<file path="src/hw/rtl/gaussian_blur_3x3_rgb_unit_assert.svh">
// ---------------------------------------------------------------------------
// Assertion macros for the blur unit
// ---------------------------------------------------------------------------
`ifndef GAUSSIAN_BLUR_3X3_RGB_UNIT_ASSERT_SVH
`define GAUSSIAN_BLUR_3X3_RGB_UNIT_ASSERT_SVH

// implication checked every clock, quiet in reset
`define GB_ASSERT_IMP(label, ante, cons, msg) \
  label: assert property (@(posedge clk) disable iff (!rst_n) (ante) |-> (cons)) \
    else $error(msg);

// next-cycle implication
`define GB_ASSERT_NEXT(label, ante, cons, msg) \
  label: assert property (@(posedge clk) disable iff (!rst_n) (ante) |=> (cons)) \
    else $error(msg);

`endif

</file>
<file path="src/hw/rtl/gb3_pkg.sv">
// ---------------------------------------------------------------------------
// gb3_pkg
// Shared types and constants of the 3x3 Gaussian blur unit.
// ---------------------------------------------------------------------------
`default_nettype none
package gb3_pkg;
  localparam int unsigned MAX_WIDTH_DEF = 1024;
  localparam int unsigned CFG_IDX_W = 3;
  localparam int unsigned CFG_DATA_W = 16;

  typedef enum logic [CFG_IDX_W-1:0] {
    REG_WIDTH  = 3'd0,
    REG_HEIGHT = 3'd1,
    REG_CENTER = 3'd2,
    REG_EDGE   = 3'd3,
    REG_CORNER = 3'd4
  } reg_idx_t;

  typedef logic [23:0] pix_t;

  // input channel payload: one raster pixel
  typedef struct packed {
    logic [7:0] in_red;
    logic [7:0] in_green;
    logic [7:0] in_blue;
  } in_t;

  // result channel payload: one filtered pixel
  typedef struct packed {
    logic [7:0]  out_red;
    logic [7:0]  out_green;
    logic [7:0]  out_blue;
    logic [15:0] out_row;
    logic [9:0]  out_col;
    logic        last_of_burst;
  } out_t;

  // one window to filter: taps [row][col]
  typedef struct packed {
    pix_t [2:0][2:0] tap;
    logic [15:0]     row;
    logic [9:0]      col;
    logic            last;
  } job_t;

  typedef struct packed {
    logic [7:0]  red;
    logic [7:0]  green;
    logic [7:0]  blue;
    logic [15:0] row;
    logic [9:0]  col;
    logic        last;
  } res_t;

  typedef struct packed {
    logic [15:0] center;
    logic [15:0] edge_w;
    logic [15:0] corner;
  } coef_t;
endpackage
`default_nettype wire

</file>
<file path="src/hw/rtl/gb3_lane.sv">
// ---------------------------------------------------------------------------
// gb3_lane
// One color channel: nine taps weighted, two register stages, round, clip.
// ---------------------------------------------------------------------------
`default_nettype none
module gb3_lane (
  input  wire logic              clk,
  input  wire logic              en,
  input  wire logic [8:0][7:0]   taps,   // [4]=center, [1,3,5,7]=edge
  input  wire gb3_pkg::coef_t    coef,
  output logic [7:0]             pix_out
);
  import gb3_pkg::*;

  logic [25:0] p_center_r, p_edge_r, p_corner_r;
  logic [9:0]  esum, csum;
  logic [27:0] total;
  logic [11:0] q;
  logic [7:0]  pix_r;

  assign esum = 10'(taps[1]) + 10'(taps[3]) + 10'(taps[5]) + 10'(taps[7]);
  assign csum = 10'(taps[0]) + 10'(taps[2]) + 10'(taps[6]) + 10'(taps[8]);

  // stage 1: three products
  always_ff @(posedge clk) begin
    if (en) begin
      p_center_r <= 26'(coef.center * taps[4]);
      p_edge_r   <= 26'(coef.edge_w * esum);
      p_corner_r <= 26'(coef.corner * csum);
    end
  end

  // stage 2: sum, ceiling, saturate
  assign total = 28'(p_center_r) + 28'(p_edge_r) + 28'(p_corner_r) + 28'd65535;
  assign q = total[27:16];

  always_ff @(posedge clk) begin
    if (en) begin
      pix_r <= (q > 12'd255) ? 8'hFF : q[7:0];
    end
  end

  assign pix_out = pix_r;
endmodule
`default_nettype wire

</file>
<file path="src/hw/rtl/gb3_merge.sv">
// ---------------------------------------------------------------------------
// gb3_merge
// Three color lanes in parallel, merged with the position into one result.
// ---------------------------------------------------------------------------
`default_nettype none
module gb3_merge (
  input  wire logic           clk,
  input  wire logic           rst_n,
  input  wire logic           job_valid,
  output logic                job_ready,
  input  wire gb3_pkg::job_t  job,
  input  wire gb3_pkg::coef_t coef,
  output logic                res_valid,
  input  wire logic           res_ready,
  output gb3_pkg::res_t       res
);
  import gb3_pkg::*;

  logic [1:0]  vld_r;
  logic [26:0] tag1_r, tag2_r;
  logic        en;
  logic [2:0][7:0] lane_out;
  logic [2:0][8:0][7:0] lane_taps;

  // pipeline moves unless the output is stalled and full
  assign en = !(vld_r[1] && !res_ready);
  assign job_ready = en;

  always_comb begin
    for (int ch = 0; ch < 3; ch++) begin
      for (int k = 0; k < 9; k++) begin
        lane_taps[ch][k] = job.tap[k / 3][k % 3][8*ch +: 8];
      end
    end
  end

  for (genvar ch = 0; ch < 3; ch++) begin : g_lane
    gb3_lane u_lane (
      .clk(clk), .en(en), .taps(lane_taps[ch]), .coef(coef), .pix_out(lane_out[ch])
    );
  end

  always_ff @(posedge clk) begin
    if (!rst_n) vld_r <= '0;
    else if (en) vld_r <= {vld_r[0], job_valid};
  end

  always_ff @(posedge clk) begin
    if (en) begin
      tag1_r <= {job.row, job.col, job.last};
      tag2_r <= tag1_r;
    end
  end

  // merge stage
  assign res_valid = vld_r[1];
  assign res.red   = lane_out[0];
  assign res.green = lane_out[1];
  assign res.blue  = lane_out[2];
  assign res.row   = tag2_r[26:11];
  assign res.col   = tag2_r[10:1];
  assign res.last  = tag2_r[0];
endmodule
`default_nettype wire
</file>
<file path="config.mk">
export PLATFORM = sky130hd
export DESIGN_NAME = gb3_merge
export DESIGN_NICKNAME = d
export VERILOG_FILES = /design/src/hw/rtl/gaussian_blur_3x3_rgb_unit_assert.svh /design/src/hw/rtl/gb3_pkg.sv /design/src/hw/rtl/gb3_lane.sv /design/src/hw/rtl/gb3_merge.sv
export SDC_FILE = /design/constraint.sdc
export NUM_CORES = 2
export LEC_CHECK = 0
export BUFFER_PORTS_ARGS = -buffer_cell sky130_fd_sc_hd__buf_2
export CAP_MARGIN = 20
export CORE_ASPECT_RATIO = 1.4
export CORE_MARGIN = 2
export CORE_UTILIZATION = 35
export CTS_CLUSTER_SIZE = 16
export DETAILED_ROUTE_END_ITERATION = 8
export HOLD_SLACK_MARGIN = 0.12
export PLACE_DENSITY = 0.5
export SLEW_MARGIN = 20
export SYNTH_ARGS = -nofsm -noshare
export SYNTH_HDL_FRONTEND = slang
export SYNTH_HIERARCHICAL = 1
export SYNTH_SLANG_ARGS = --single-unit
</file>
<file path="constraint.sdc">
create_clock -name clk -period 10.2 [get_ports clk]
set_input_delay 1.53 -clock clk [delete_from_list [all_inputs] [get_ports clk]]
set_output_delay 1.53 -clock clk [all_outputs]
set_load 0.01 [all_outputs]
</file>
==> results by group <==
Cells and area
  – Fillers: 18100
  – Nets: 8944
  – Flip-flop and latch area: 9230 sq um
  – Multi-input gate area in the final layout: 47100 sq um
  – Cell area after layout: 68300 sq um
  – Syn-to-layout area delta: 9.12%
  – Fraction of layout cells with a size suffix above 1: 0.0768
  – Final core utilization: 0.384
  – Post-Layout Cell Count: 9200

Worst hold path
  – Worst Hold Class: register to register

Worst setup path
  – Arrival time worst endpoint: 9.54 ns
  – Worst path max stage delay: 0.57 ns
  – CP Class: input port to register
  – Req. time, crit path: 10.50 ns
  – CP Max Fanout: 16
  – Slowest CP cell: nor4b_1
  – Critical Path Sink Type: register
  – Most frequent CP cell: fa_1
  – R2r setup slk: 6.11 ns
  – Startpoint Class: input port

Global route
  – Total global-route track usage: 0.183
  – Initial antenna violation count: 12
  – Total gr overflow: 0
  – Pin count of the biggest net entering global routing: 80
  – First-pass GRT wire length: 265000 um
  – Vias in the first global route: 49000

Place
  – Placed insts: 9129
  – DP Wirelength: 130000 um
  – Dpl cell area: 67000 sq um
  – I/O Buffers: 347
  – GP Congestion: 0.823

STA
  – Setup-failing EPs final: 0
  – Setup Total Neg Slack: 0 ns
  – Relative slew slack: 0.329
  – Final hold vios: 0
  – Tcrit/Tclk final: 0.907
  – Slew @ Worst Pin: 1.00 ns
  – Setup Skew: 0.0232 ns
  – Peak Freq: 108 MHz
  – Post-route minimum period: 9.25 ns
  – Pins Over Slew Limit: 0
  – RSZ-0062 raised after global routing: no

Drt
  – DRT Wirelength: 163000 um
  – Met2 wire len: 88100 um
  – M1 WL: 65100 um
  – Iter 0 DRT Violations: 1773
  – Top Layer Used: met5
  – Routed Antenna Nets: 0
  – Met3 wire length: 4710 um
  – DRC: 0
  – Detailed-route wire length per cell: 17.7 um
  – DRT Pass-1 Iters: 5
  – Via count: 45000
  – Vias/cell: 4.89

Clock network
  – Clk slew on worst S/H paths: 0.06 ns
  – Clock tree from TritonCTS: yes
  – Clk_lat worst skew: 0.58 ns
  – H-tree depth: 2
  – Cts bufs inserted: 39
  – # clock sinks: 308
  – Clk root buf: clkbuf_16
  – Setup repair bufs after CTS: 0
  – Resized Gates After CTS: 0
  – Clk buf depth: 3
  – Hold-fix buffers, CTS: 0

Floorplanning
  – Total core area: 178000 sq um
  – Core Rows: 183
  – Vert. Die Dim: 504 um
  – Starting Density: 0.352
  – Die Footprint: 182000 sq um
  – Io pins: 348
  – Die Wd: 361 um

Synth
  – Syn nets: 8685
  – Post-synthesis sequential area ratio: 0.147
  – Synth top cells by count: 1484 x inv_1, 1080 x fa_1, 713 x nand2_1
  – Post-synth cell types: 98
  – Area leader, netlist: fa_1
  – Yosys warning count: 6
  – Yosys top cell area share: 0.345
  – Synth area leaders: fa_1 35%, edfxtp_1 15%, ha_1 14%
  – Number of enable flip-flop cells after synthesis: 306
  – Count leader, synth: inv_1
  – Number of synthesized register bits: 308
  – Synthesized cell area: 62600 sq um
  – Top_reg_cell synth: edfxtp_1
  – Cells after synthesis: 6599
  – Syn Area/Cell: 9.49 sq um
  – Asr flop ratio synth: 0

Run status
  – Outcome: complete, no violations

Job
  – Max Cap Viol: 0
[final timing paths]
kind	from	to	cells past startpoint
setup / recovery	job[28]	g_lane[0].u_lane/p_corner_r[25]$_DFFE_PP_	32
hold / removal	tag1_r[7]$_DFFE_PN_	tag2_r[7]$_DFFE_PN_	0
setup reg to reg	g_lane[0].u_lane/p_edge_r[15]$_DFFE_PP_	g_lane[0].u_lane/pix_out[4]$_SDFFCE_PN1P_	13
hold reg to reg	tag1_r[7]$_DFFE_PN_	tag2_r[7]$_DFFE_PN_	0
[flip-flops by register name, indices dropped and copies added (netlist names)]
register,count
g_lane.u_lane/pix_out,24
vld_r,2
g_lane.u_lane/p_edge_r,78
g_lane.u_lane/p_center_r,72
g_lane.u_lane/p_corner_r,78
tag1_r,27
tag2_r,27
[stage by stage]
step | hold WS, ns | setup WS (ns)
global placement | 0.401 | 0.528
finish | 0.398 | 0.954
CTS | 0.394 | 0.981
detailed placement | 0.405 | 0.392
floorplan | 0.400 | 1.14
global route | 0.407 | 0.462
[critical path, delay by kind of cell]
family | cells | cell delay [ns]
AND/OR/NAND/NOR | 5 | 1.13
AO/OA/AOI/OAI | 10 | 1.98
buffers and inverters | 7 | 0.43
adder cells (fa/ha/maj) | 10 | 4.49
[kinds of logic (layout without fill, tap and decap cells)]
group,Yosys count,count (layout),share of synthesized area
other,0,1,0
adders and majority gates,1791,1791,0.488
buffers and inverters,1667,1955,0.101
and+or+nand+nor,1900,1900,0.155
xor gates and xnor gates,211,211,0.0295
muxes,38,38,0.00650
AOI/OAI and AO/OA,684,684,0.0739
DFF,308,308,0.147
[layout by cell type, fill, tap and decap left out, drive strengths merged, types with 149 or more instances in the layout]
cell type / n
a21oi: 210
and2: 626
buf: 401
edfxtp: 306
fa: 1080
ha: 711
inv: 1485
nand2: 713
nor2: 151
xnor2: 149
[layer usage]
metal | up-vias | track usage
met2 | 750 | 0.351
li1 | 21000 | -
met4 | 4 | 0.0492
met1 | 23000 | 0.217
met3 | 188 | 0.0136
met5 | - | 0
[area by class of cell]
cell class | instances | area share
multi-input cells | 4624 | 0.690
flip-flops and latches | 308 | 0.135
inverters | 1484 | 0.0817
well taps | 2312 | 0.0424
repair buffers | 401 | 0.0314
clock buffers | 43 | 0.0147
clock inverters | 27 | 0.00474
diodes | 1 | 0.0000366
Power is left out: the tool's default activity adds up to more than one toggle a clock period on the data nets, which glitch-free logic cannot reach.
